--- config.mk ---
export PLATFORM = sky130hd
export DESIGN_NAME = multi_channel_rx_fifo
export DESIGN_NICKNAME = d
export VERILOG_FILES = /design/src/rtl/core/mcrf_pkg.sv /design/src/rtl/core/mcrf_store.sv /design/src/rtl/core/mcrf_ptr.sv /design/src/rtl/core/multi_channel_rx_fifo.sv
export VERILOG_INCLUDE_DIRS = /design/src /design/src/rtl/core
export SDC_FILE = /design/constraint.sdc
export NUM_CORES = 2
export LEC_CHECK = 0
export BUFFER_PORTS_ARGS = -buffer_cell sky130_fd_sc_hd__buf_2
export CAP_MARGIN = 15
export CORE_AREA = 2 2 615 617
export CTS_BUF_LIST = sky130_fd_sc_hd__clkbuf_8
export CTS_CLUSTER_SIZE = 28
export DETAILED_ROUTE_END_ITERATION = 7
export DIE_AREA = 0 0 617 619
export GPL_ROUTABILITY_DRIVEN = 1
export MAX_ROUTING_LAYER = met4
export SETUP_SLACK_MARGIN = 0.05
export SLEW_MARGIN = 15
export SYNTH_ARGS = -nofsm -noshare
export SYNTH_HDL_FRONTEND = slang
export SYNTH_SLANG_ARGS = --single-unit
export TNS_END_PERCENT = 30
--- constraint.sdc ---
create_clock -name clk -period 7 [get_ports clk]
set_input_delay 0.7 -clock clk [delete_from_list [all_inputs] [get_ports clk]]
set_output_delay 0.7 -clock clk [all_outputs]
set_load 0.01 [all_outputs]
--- src/rtl/core/assert_macros.svh ---
// Assertion macros shared by the receive FIFO modules.
`ifndef ASSERT_MACROS_SVH
`define ASSERT_MACROS_SVH

// Same-cycle implication, checked on every rising edge outside reset.
`define ASSERT_IMPLY(label, ante, cons, msg) \
  label: assert property (@(posedge clk) disable iff (rst) (ante) |-> (cons)) else $error(msg);

// Next-cycle implication, checked on every rising edge outside reset.
`define ASSERT_NEXT(label, ante, cons, msg) \
  label: assert property (@(posedge clk) disable iff (rst) (ante) |=> (cons)) else $error(msg);

`endif

--- src/rtl/core/mcrf_pkg.sv ---
// Package: field widths, operation and status codes, pointer command type.
`timescale 1ns / 1ps
`default_nettype none

package mcrf_pkg;

  // Field widths of the item and result ports
  localparam int OPCODE_W = 2;
  localparam int CHAN_W   = 3;
  localparam int BYTE_W   = 8;
  localparam int STATUS_W = 2;

  // Default sizing
  localparam int CHANNELS_DEF = 6;
  localparam int DEPTH_DEF    = 64;

  // Operation codes
  localparam logic [OPCODE_W-1:0] OP_PUSH  = 2'd0;
  localparam logic [OPCODE_W-1:0] OP_POP   = 2'd1;
  localparam logic [OPCODE_W-1:0] OP_QUERY = 2'd2;
  localparam logic [OPCODE_W-1:0] OP_FLUSH = 2'd3;

  // Status codes
  localparam logic [STATUS_W-1:0] ST_OK      = 2'd0;
  localparam logic [STATUS_W-1:0] ST_BAD_CH  = 2'd1;
  localparam logic [STATUS_W-1:0] ST_EMPTY   = 2'd2;
  localparam logic [STATUS_W-1:0] ST_DROPPED = 2'd3;

  // Pointer table update for the selected channel (at most one set)
  typedef struct packed {
    logic push;
    logic pop;
    logic flush;
  } ptr_cmd_t;

endpackage

`default_nettype wire

--- src/rtl/core/mcrf_store.sv ---
// Shared byte store: single-port synchronous RAM with a registered read.
`timescale 1ns / 1ps
`default_nettype none

module mcrf_store #(
  parameter int CHANNELS = mcrf_pkg::CHANNELS_DEF,
  parameter int DEPTH    = mcrf_pkg::DEPTH_DEF,
  localparam int ENTRIES = CHANNELS * DEPTH,
  localparam int ADDR_W  = $clog2(ENTRIES)
) (
  input  wire logic                        clk,
  input  wire logic                        we,
  input  wire logic                        re,
  input  wire logic [ADDR_W-1:0]           addr,
  input  wire logic [mcrf_pkg::BYTE_W-1:0] wdata,
  output logic      [mcrf_pkg::BYTE_W-1:0] rdata
);

  logic [mcrf_pkg::BYTE_W-1:0] mem [ENTRIES];

  // write port
  always_ff @(posedge clk) begin
    if (we) begin
      mem[addr] <= wdata;
    end
  end

  // registered read
  always_ff @(posedge clk) begin
    if (re) begin
      rdata <= mem[addr];
    end
  end

endmodule

`default_nettype wire

--- src/rtl/core/mcrf_ptr.sv ---
// Per-channel pointer table: write index, read index and fill count.
`timescale 1ns / 1ps
`default_nettype none

module mcrf_ptr #(
  parameter int CHANNELS = mcrf_pkg::CHANNELS_DEF,
  parameter int DEPTH    = mcrf_pkg::DEPTH_DEF,
  localparam int IDX_W   = $clog2(DEPTH),
  localparam int CNT_W   = $clog2(DEPTH + 1),
  localparam int CH_W    = (CHANNELS > 1) ? $clog2(CHANNELS) : 1
) (
  input  wire logic              clk,
  input  wire logic              rst,
  input  wire logic [CH_W-1:0]   ch_sel,
  input  wire mcrf_pkg::ptr_cmd_t cmd,
  output logic      [IDX_W-1:0]  sel_wr_idx,
  output logic      [IDX_W-1:0]  sel_rd_idx,
  output logic      [CNT_W-1:0]  sel_cnt
);

`include "assert_macros.svh"

  localparam logic [IDX_W-1:0] IDX_LAST = IDX_W'(DEPTH - 1);
  localparam logic [CNT_W-1:0] CNT_FULL = CNT_W'(DEPTH);

  logic [IDX_W-1:0] wr_idx [CHANNELS];
  logic [IDX_W-1:0] rd_idx [CHANNELS];
  logic [CNT_W-1:0] cnt    [CHANNELS];

  // ring index step with wrap at the depth
  function automatic logic [IDX_W-1:0] advance(input logic [IDX_W-1:0] idx);
    advance = (idx == IDX_LAST) ? '0 : idx + IDX_W'(1);
  endfunction

  // lookup for the addressed channel
  assign sel_wr_idx = wr_idx[ch_sel];
  assign sel_rd_idx = rd_idx[ch_sel];
  assign sel_cnt    = cnt[ch_sel];

  // update of the addressed channel
  always_ff @(posedge clk) begin
    if (rst) begin
      for (int i = 0; i < CHANNELS; i++) begin
        wr_idx[i] <= '0;
        rd_idx[i] <= '0;
        cnt[i]    <= '0;
      end
    end else if (cmd.flush) begin
      wr_idx[ch_sel] <= '0;
      rd_idx[ch_sel] <= '0;
      cnt[ch_sel]    <= '0;
    end else if (cmd.push) begin
      wr_idx[ch_sel] <= advance(sel_wr_idx);
      cnt[ch_sel]    <= sel_cnt + CNT_W'(1);
    end else if (cmd.pop) begin
      rd_idx[ch_sel] <= advance(sel_rd_idx);
      cnt[ch_sel]    <= sel_cnt - CNT_W'(1);
    end
  end

  `ASSERT_IMPLY(a_pop_not_empty, cmd.pop, sel_cnt != '0, "pop issued on an empty ring")
  `ASSERT_IMPLY(a_push_not_full, cmd.push, sel_cnt != CNT_FULL, "push issued on a full ring")

endmodule

`default_nettype wire

--- src/rtl/core/multi_channel_rx_fifo.sv ---
// Top level: item handshake, operation sequencer and result register.
//
// Multi-channel receive FIFO: CHANNELS byte rings of DEPTH entries share one
// single-port byte RAM; per-channel pointers and fill counts sit in a small
// register table. One item is handled at a time: a push, query, flush or
// failed pop goes from the item registers through the execute state to the
// result register; a successful pop also passes the read state, as the RAM
// read is registered. A new item is taken as soon as the previous one is in
// the result register, even if that result has not yet been collected; a
// result waiting at the output holds the next item in the execute cycle. No
// clearing pass is needed after reset: only bytes written by a push are ever read.
`timescale 1ns / 1ps
`default_nettype none

module multi_channel_rx_fifo #(
  parameter int CHANNELS = mcrf_pkg::CHANNELS_DEF,
  parameter int DEPTH    = mcrf_pkg::DEPTH_DEF
) (
  input  wire logic                          clk,
  input  wire logic                          rst,
  input  wire logic                          in_valid,
  output logic                               in_ready,
  input  wire logic [mcrf_pkg::OPCODE_W-1:0] opcode,
  input  wire logic [mcrf_pkg::CHAN_W-1:0]   channel,
  input  wire logic [mcrf_pkg::BYTE_W-1:0]   data_in,
  output logic                               out_valid,
  input  wire logic                          out_ready,
  output logic      [mcrf_pkg::BYTE_W-1:0]   data_out,
  output logic      [mcrf_pkg::STATUS_W-1:0] status,
  output logic                               is_empty
);

`include "assert_macros.svh"

  localparam int IDX_W  = $clog2(DEPTH);
  localparam int CNT_W  = $clog2(DEPTH + 1);
  localparam int CH_W   = (CHANNELS > 1) ? $clog2(CHANNELS) : 1;
  localparam int ADDR_W = $clog2(CHANNELS * DEPTH);

  localparam logic [mcrf_pkg::CHAN_W:0] CH_LIMIT = (mcrf_pkg::CHAN_W + 1)'(CHANNELS);
  localparam logic [CNT_W-1:0]          CNT_FULL = CNT_W'(DEPTH);
  localparam logic [CNT_W-1:0]          CNT_ONE  = CNT_W'(1);

  // sequencer states
  localparam logic [1:0] S_IDLE = 2'd0;
  localparam logic [1:0] S_EXEC = 2'd1;
  localparam logic [1:0] S_READ = 2'd2;

  logic [1:0] state;
  logic [1:0] state_next;

  // captured item
  logic [mcrf_pkg::OPCODE_W-1:0] op_q;
  logic [mcrf_pkg::CHAN_W-1:0]   ch_q;
  logic [mcrf_pkg::BYTE_W-1:0]   byte_q;
  logic                          pop_last;

  logic [CH_W-1:0]   ch_sel;
  logic [IDX_W-1:0]  sel_wr_idx;
  logic [IDX_W-1:0]  sel_rd_idx;
  logic [CNT_W-1:0]  sel_cnt;
  logic              ch_bad;
  logic              sel_full;
  logic              sel_empty;
  logic              out_free;
  logic              exec_go;
  mcrf_pkg::ptr_cmd_t cmd;

  logic [ADDR_W-1:0]             mem_base;
  logic [ADDR_W-1:0]             mem_addr;
  logic [mcrf_pkg::BYTE_W-1:0]   mem_rdata;

  logic [mcrf_pkg::STATUS_W-1:0] res_status;
  logic                          res_empty;

  assign in_ready = (state == S_IDLE);

  // item capture
  always_ff @(posedge clk) begin
    if (in_valid && in_ready) begin
      op_q   <= opcode;
      ch_q   <= channel;
      byte_q <= data_in;
    end
  end

  // decode against the addressed channel's pointers
  assign ch_bad    = ({1'b0, ch_q} >= CH_LIMIT);
  assign ch_sel    = ch_q[CH_W-1:0];
  assign sel_full  = (sel_cnt == CNT_FULL);
  assign sel_empty = (sel_cnt == '0);
  assign out_free  = !out_valid || out_ready;
  assign exec_go   = (state == S_EXEC) && out_free;

  assign cmd.push  = exec_go && !ch_bad && (op_q == mcrf_pkg::OP_PUSH) && !sel_full;
  assign cmd.pop   = exec_go && !ch_bad && (op_q == mcrf_pkg::OP_POP) && !sel_empty;
  assign cmd.flush = exec_go && !ch_bad && (op_q == mcrf_pkg::OP_FLUSH);

  // byte address: channel base plus ring slot
  assign mem_base = ADDR_W'(ch_sel) * ADDR_W'(DEPTH);
  assign mem_addr = mem_base + ADDR_W'(cmd.pop ? sel_rd_idx : sel_wr_idx);

  // result for everything but a successful pop
  always_comb begin
    res_status = mcrf_pkg::ST_OK;
    res_empty  = sel_empty;
    if (ch_bad) begin
      res_status = mcrf_pkg::ST_BAD_CH;
      res_empty  = 1'b1;
    end else begin
      case (op_q)
        mcrf_pkg::OP_PUSH: begin
          if (sel_full) begin
            res_status = mcrf_pkg::ST_DROPPED;
          end
          res_empty = 1'b0;
        end
        mcrf_pkg::OP_POP: begin
          if (sel_empty) begin
            res_status = mcrf_pkg::ST_EMPTY;
          end
        end
        mcrf_pkg::OP_FLUSH: res_empty = 1'b1;
        default: res_empty = sel_empty;
      endcase
    end
  end

  mcrf_ptr #(
    .CHANNELS (CHANNELS),
    .DEPTH    (DEPTH)
  ) u_ptr (
    .clk        (clk),
    .rst        (rst),
    .ch_sel     (ch_sel),
    .cmd        (cmd),
    .sel_wr_idx (sel_wr_idx),
    .sel_rd_idx (sel_rd_idx),
    .sel_cnt    (sel_cnt)
  );

  mcrf_store #(
    .CHANNELS (CHANNELS),
    .DEPTH    (DEPTH)
  ) u_store (
    .clk   (clk),
    .we    (cmd.push),
    .re    (cmd.pop),
    .addr  (mem_addr),
    .wdata (byte_q),
    .rdata (mem_rdata)
  );

  // sequencer
  always_comb begin
    state_next = state;
    case (state)
      S_IDLE: if (in_valid) state_next = S_EXEC;
      S_EXEC: if (out_free) state_next = cmd.pop ? S_READ : S_IDLE;
      S_READ: state_next = S_IDLE;
      default: state_next = S_IDLE;
    endcase
  end

  always_ff @(posedge clk) begin
    if (rst) begin
      state <= S_IDLE;
    end else begin
      state <= state_next;
    end
  end

  // ring drains with this pop
  always_ff @(posedge clk) begin
    if (cmd.pop) begin
      pop_last <= (sel_cnt == CNT_ONE);
    end
  end

  // result register: valid
  always_ff @(posedge clk) begin
    if (rst) begin
      out_valid <= 1'b0;
    end else if ((exec_go && !cmd.pop) || (state == S_READ)) begin
      out_valid <= 1'b1;
    end else if (out_ready) begin
      out_valid <= 1'b0;
    end
  end

  // result register: payload
  always_ff @(posedge clk) begin
    if (exec_go && !cmd.pop) begin
      data_out <= '0;
      status   <= res_status;
      is_empty <= res_empty;
    end else if (state == S_READ) begin
      data_out <= mem_rdata;
      status   <= mcrf_pkg::ST_OK;
      is_empty <= pop_last;
    end
  end

  `ASSERT_IMPLY(a_read_slot_free, state == S_READ, !out_valid, "RAM data arrives with result held")
  `ASSERT_NEXT(a_pop_then_read, cmd.pop, state == S_READ, "pop read not followed by capture")

endmodule

`default_nettype wire

# ---- Word-level counts from Yosys, hierarchy flattened
# Memory sizes are Yosys's and may differ from the RTL's. A register that Yosys moved wholly into a read port is not among the register bits.
# Index checks and enable logic that the tools add are counted.
dict set report word_totals {
  register_bits 28
  ramBits 3186
  out_inout_bits 13
  elab_cells 108
  memories 4
}
dict set report classes {
  n_addsub 5
  order_cmp 1
  eq_ne 10
  mux 50
  bitwise 4
  reduce_logical 25
}
# memory depth word_bits rd rd_clocked_by_memory_dff write_ports line
set memory_table {}
lappend memory_table {u_store.mem 384 8 1 1 1 mcrf_store.sv:19} ;# logic [mcrf_pkg::BYTE_W-1:0] mem [ENTRIES];
lappend memory_table {u_ptr.cnt 6 7 1 1 6 mcrf_ptr.sv:28} ;# logic [CNT_W-1:0] cnt [CHANNELS];
lappend memory_table {u_ptr.rd_idx 6 6 1 1 6 mcrf_ptr.sv:27} ;# logic [IDX_W-1:0] rd_idx [CHANNELS];
lappend memory_table {u_ptr.wr_idx 6 6 1 1 6 mcrf_ptr.sv:26} ;# logic [IDX_W-1:0] wr_idx [CHANNELS];
# cell count
set op_table {}
lappend op_table {{$mux 6} 7}
lappend op_table {{$mux 1} 23}
lappend op_table {{$mux 7} 3}
lappend op_table {{$mux 3} 6}
lappend op_table {{$mux 2} 8}
lappend op_table {{$add 6x1->6 const B} 2}
lappend op_table {{$eq 6x6->1 const B} 2}
lappend op_table {{$reduce_or 6->1} 2}
lappend op_table {{$add 9x6->9} 1}
lappend op_table {{$logic_and 1x1->1} 9}
lappend op_table {{$pmux 2 s2} 2}
lappend op_table {{$add 7x1->7 const B} 1}
lappend op_table {{$eq 7x1->1 const B} 1}
lappend op_table {{$eq 7x7->1 const B} 1}
lappend op_table {{$logic_not 7->1} 1}
lappend op_table {{$reduce_or 7->1} 1}
lappend op_table {{$sub 7x1->7 const B} 1}
lappend op_table {{$logic_not 1->1} 5}
lappend op_table {{$eq 2x1->1 const B} 2}
lappend op_table {{$eq 2x2->1 const B} 2}
lappend op_table {{$logic_not 2->1} 2}
lappend op_table {{$ne 2x2->1 const B} 2}
lappend op_table {{$or 1x1->1} 4}
lappend op_table {{$reduce_bool 2->1} 2}
lappend op_table {{other kinds (4)} 5}

# ---- Longest topological paths before layout
dict set report depth {
  word_depth 14
  depth_mapped 22
  depth_no_buf 12
}

# ---- By module
# Synthesis repeated with hierarchy kept, for this count alone.
dict set report hier_totals {
  cells_unflattened 6310
  hier_area_um2 128398.1
}
# mod instances cells_each area_per_inst_um2 seq_area_each_um2
set by_module_without_submodules {}
lappend by_module_without_submodules {mcrf_store 1 5612 119310.7 92488.7}
lappend by_module_without_submodules {mcrf_ptr 1 594 7817.5 4564.4}
lappend by_module_without_submodules {multi_channel_rx_fifo 1 104 1270.0 730.7}

# ---- Worst setup path before layout
# Ideal clock, no wire load.
dict set report synth_path {
  kind {register to register}
  startpoint {reg byte_q[0] (netlist name)}
  endpoint {mem u_store.mem[0][0] (netlist name) (data pin)}
  arrival_time_ns 4.693
  path_slack_ns 1.181
  path_stages_with_launch 1
  n_path_buf 0
  path_cell_list {edfxtp_1}
}
# item line
set synth_rtl {}
lappend synth_rtl {{start, declared} multi_channel_rx_fifo.sv:55} ;# logic [mcrf_pkg::BYTE_W-1:0] byte_q;
lappend synth_rtl {{start signal, assigned} multi_channel_rx_fifo.sv:83} ;# byte_q <= data_in;
lappend synth_rtl {{end, declared} mcrf_store.sv:19}
# No word-level cell before the write port.

==> out/qor.yml <==
outcome: "complete, no violations"
grt_pass1_vias: 81221
avgRoutedWirePerCell_microns: 26.8
synth_area_sq_um: 131000
drt_first_iter_violations: 11914
finalPower_uw: 43700
ys_seq_elements: 3263
final_nets: 9468
grt_max_degree: 185
clk_latency_ps: 1190
vdd_ir_drop_max_v: 0.000193
dp_hpwl_mm: 239
hold_violations: 0
p_per_area_nw_per_um2: 296
fin_area_sq_um: 148000
syn_to_final_growth_pct: 12.8
place_congestion: 0.914
grt_util_all_layers_pct: 20.8
drv_slew: 0
start_util_pct: 35.0
slew_headroom_pct: 14.2
synthFlopType: "edfxtp_1"
setup_tns_ps: 0
synth_top_area_share_pct: 74.4
num_io_pins: 30
cts_tree: "yes"
synth.largest_area_cell: "edfxtp_1"
die_area_sq_um: 382000
rows: 225
ys_warn_count: 0
hp-class: "in2reg"
path_common_cell: "buf_4"
cp-end-kind: "register"
setup_viol: 0
drc: 0
drv_cap: 0
vias: 84619
placed_area_sq_um: 138000
cp_slowest_cell: "nor4_1"
max_freq_mhz: 148
grt_first_pass_wirelength_mm: 574
die_x_microns: 617
worst_slew_pin_slew_ps: 1290
numClockSinks: 3263
worst_ep_required_time_ps: 7870
async_reset_ff_share_pct: 0
viasPerCell: 5.70
htree_levels: 6
postCtsSetupRepairBufs: 0
drive_gt1_share_pct: 11.6
wirelength_mm: 398
period_minus_slack_ps: 6780
n_fill_cell: 34452
ys_top_cells_by_area: "edfxtp_1 74%, nand2_1 4.9%, a311oi_1 2.6%, nand3_1 2.6%, a211oi_1 1.9%"
syn_area_per_cell_sq_um: 14.2
cellLeakagePower_uw: 0.0486
cts-buffers-inserted: 534
rsz0062_at_grt: "false"
synth_edf_count: 3249
utilization_pct: 39.5
grt-ovfl-total: 0
portBuffers: 29
post-place-ws_ps: -40.7
worst_setup_path_start_kind: "register"
skew_ps: 81.3
cp.arrival_ps: 7650
max_stage_delay_ps: 1040
clk_pin_slew_ps: 60
core_sq_um: 375000
crit_type: "reg2reg"
yosys-top-cells-count: "3249 x edfxtp_1, 1709 x nand2_1, 673 x nand3_1"
crit_chain: "mux4_2 -> mux2i_1 -> ha_1 -> nand3_4 -> o21ai_4 -> buf_4 -> mux2i_4 -> buf_4 -> nand2_2 -> buf_4 -> a311oi_1 -> or4_1 -> nor4_1 -> o22a_1 -> o2111ai_1"
antenna_found_initial: 16
seq_area_frac_synth_pct: 74.7
syn_inst: 9233
ys_types: 83
finalCritPeriodShare_pct: 96.8
firstDrtPassIters: 6
yosysMostFrequentCell: "edfxtp_1"
layout_setup_ws_ps: 222
clock_tree.root_cell: "clkbuf_8"
cts_buffer_depth: 4
ant_nets: 0
die_height_microns: 619
path_max_fanout: 24
[final cells by class]
class / count / area (sq um) / share of cell area [%]
Timing Repair Buffer: 359 / 3390 / 2.29
Sequential cell: 3263 / 97800 / 66.2
Tap cell: 4994 / 6250 / 4.23
Clock inverter: 402 / 2370 / 1.60
Inverter: 34 / 128 / 0.0863
Clock buffer: 534 / 7350 / 4.97
Multi-Input combinational cell: 5251 / 30500 / 20.6
Antenna cell: 13 / 32.5 / 0.0220
[placed cells by master (no fill, tap or decap), types with 189 or more instances in the layout]
cell type | synthesis | routed
mux2i_1 | 199 | 189
edfxtp_1 | 3249 | 3249
a211oi_1 | 331 | 331
nor2_1 | 506 | 504
and3_1 | 350 | 350
inv_1 | 33 | 204
buf_4 | 14 | 256
clkbuf_8 | 0 | 534
nand2_1 | 1709 | 1689
o21ai_0 | 216 | 216
nand3_1 | 673 | 673
a311oi_1 | 387 | 387
[metrics by stage]
stage               hold slack, ps  cells
floorplan                      471   9270
global placement               447  13885
detailed placement             451  13885
CTS                            141  14837
global route                   200  14849
finish                         246  14850
[cell families (layout without fill, tap and decap cells)]
logic type               Yosys count  count (layout)  synth area share, %
AO/OA/AOI/OAI                   1400            1400                 8.02
multiplexers                     281             281                 2.72
buffers and inverters            756            1329                 2.50
AND/OR/NAND/NOR                 3520            3520                 12.0
adder cells (fa/ha/maj)            8               8               0.0764
XOR/XNOR                           4               4               0.0267
other                              1              51              0.00286
flip-flops                      3263            3263                 74.7
[state kept, by name, summed over array words and instances, names as in the netlist, named ones only]
register	cells
u_store.mem	3072
u_ptr.cnt	56
u_ptr.rd_idx	48
u_ptr.wr_idx	48
byte_q	8
data_out	8
u_store.rdata	8
ch_q	3
op_q	2
state	2
status	2
is_empty	1
out_valid	1
pop_last	1
[path summary, 6_finish.rpt]
kind,startpoint,endpoint,depth (start not counted),slack (ps)
setup / recovery,register,u_store.rdata[4],15,220
hold / removal,opcode[1],op_q[1],2,250
hold reg to reg,data_out[4],data_out[4],2,450
setup reg to reg,register,u_store.rdata[4],15,220
[where the power goes]
group / internal [uW] / switching [uW]
sequential: 21600 / 35.5
clock: 7580 / 7930
combinational: 1840 / 4780
total: 31000 / 12700
[critical path, delay by kind of cell (launching register included)]
family	cells	cell delay (ps)
AND/OR/NAND/NOR	4	1890
buffers and inverters	3	1200
multiplexers	3	1290
flip-flops	1	640
AO/OA/AOI/OAI	4	980
adder cells (fa/ha/maj)	1	430
[per-layer routing]
layer / track usage [%] / vias to the layer above / part of all wire, %
li1: - / 36133 / -
met1: 27.5 / 42641 / 40
met2: 31.7 / 5022 / 46
met3: 3.80 / 823 / 9.8
met4: 8.35 / 0 / 4.1
met5: - / - / 0
[timing repair]
item                       in CTS  in global routing
setup endpoints to repair       1                  3
hold buffers                   16                  0
hold endpoints to repair       18                  0
gates resized for setup         1                  3
Power figures use the tool's default switching activity.
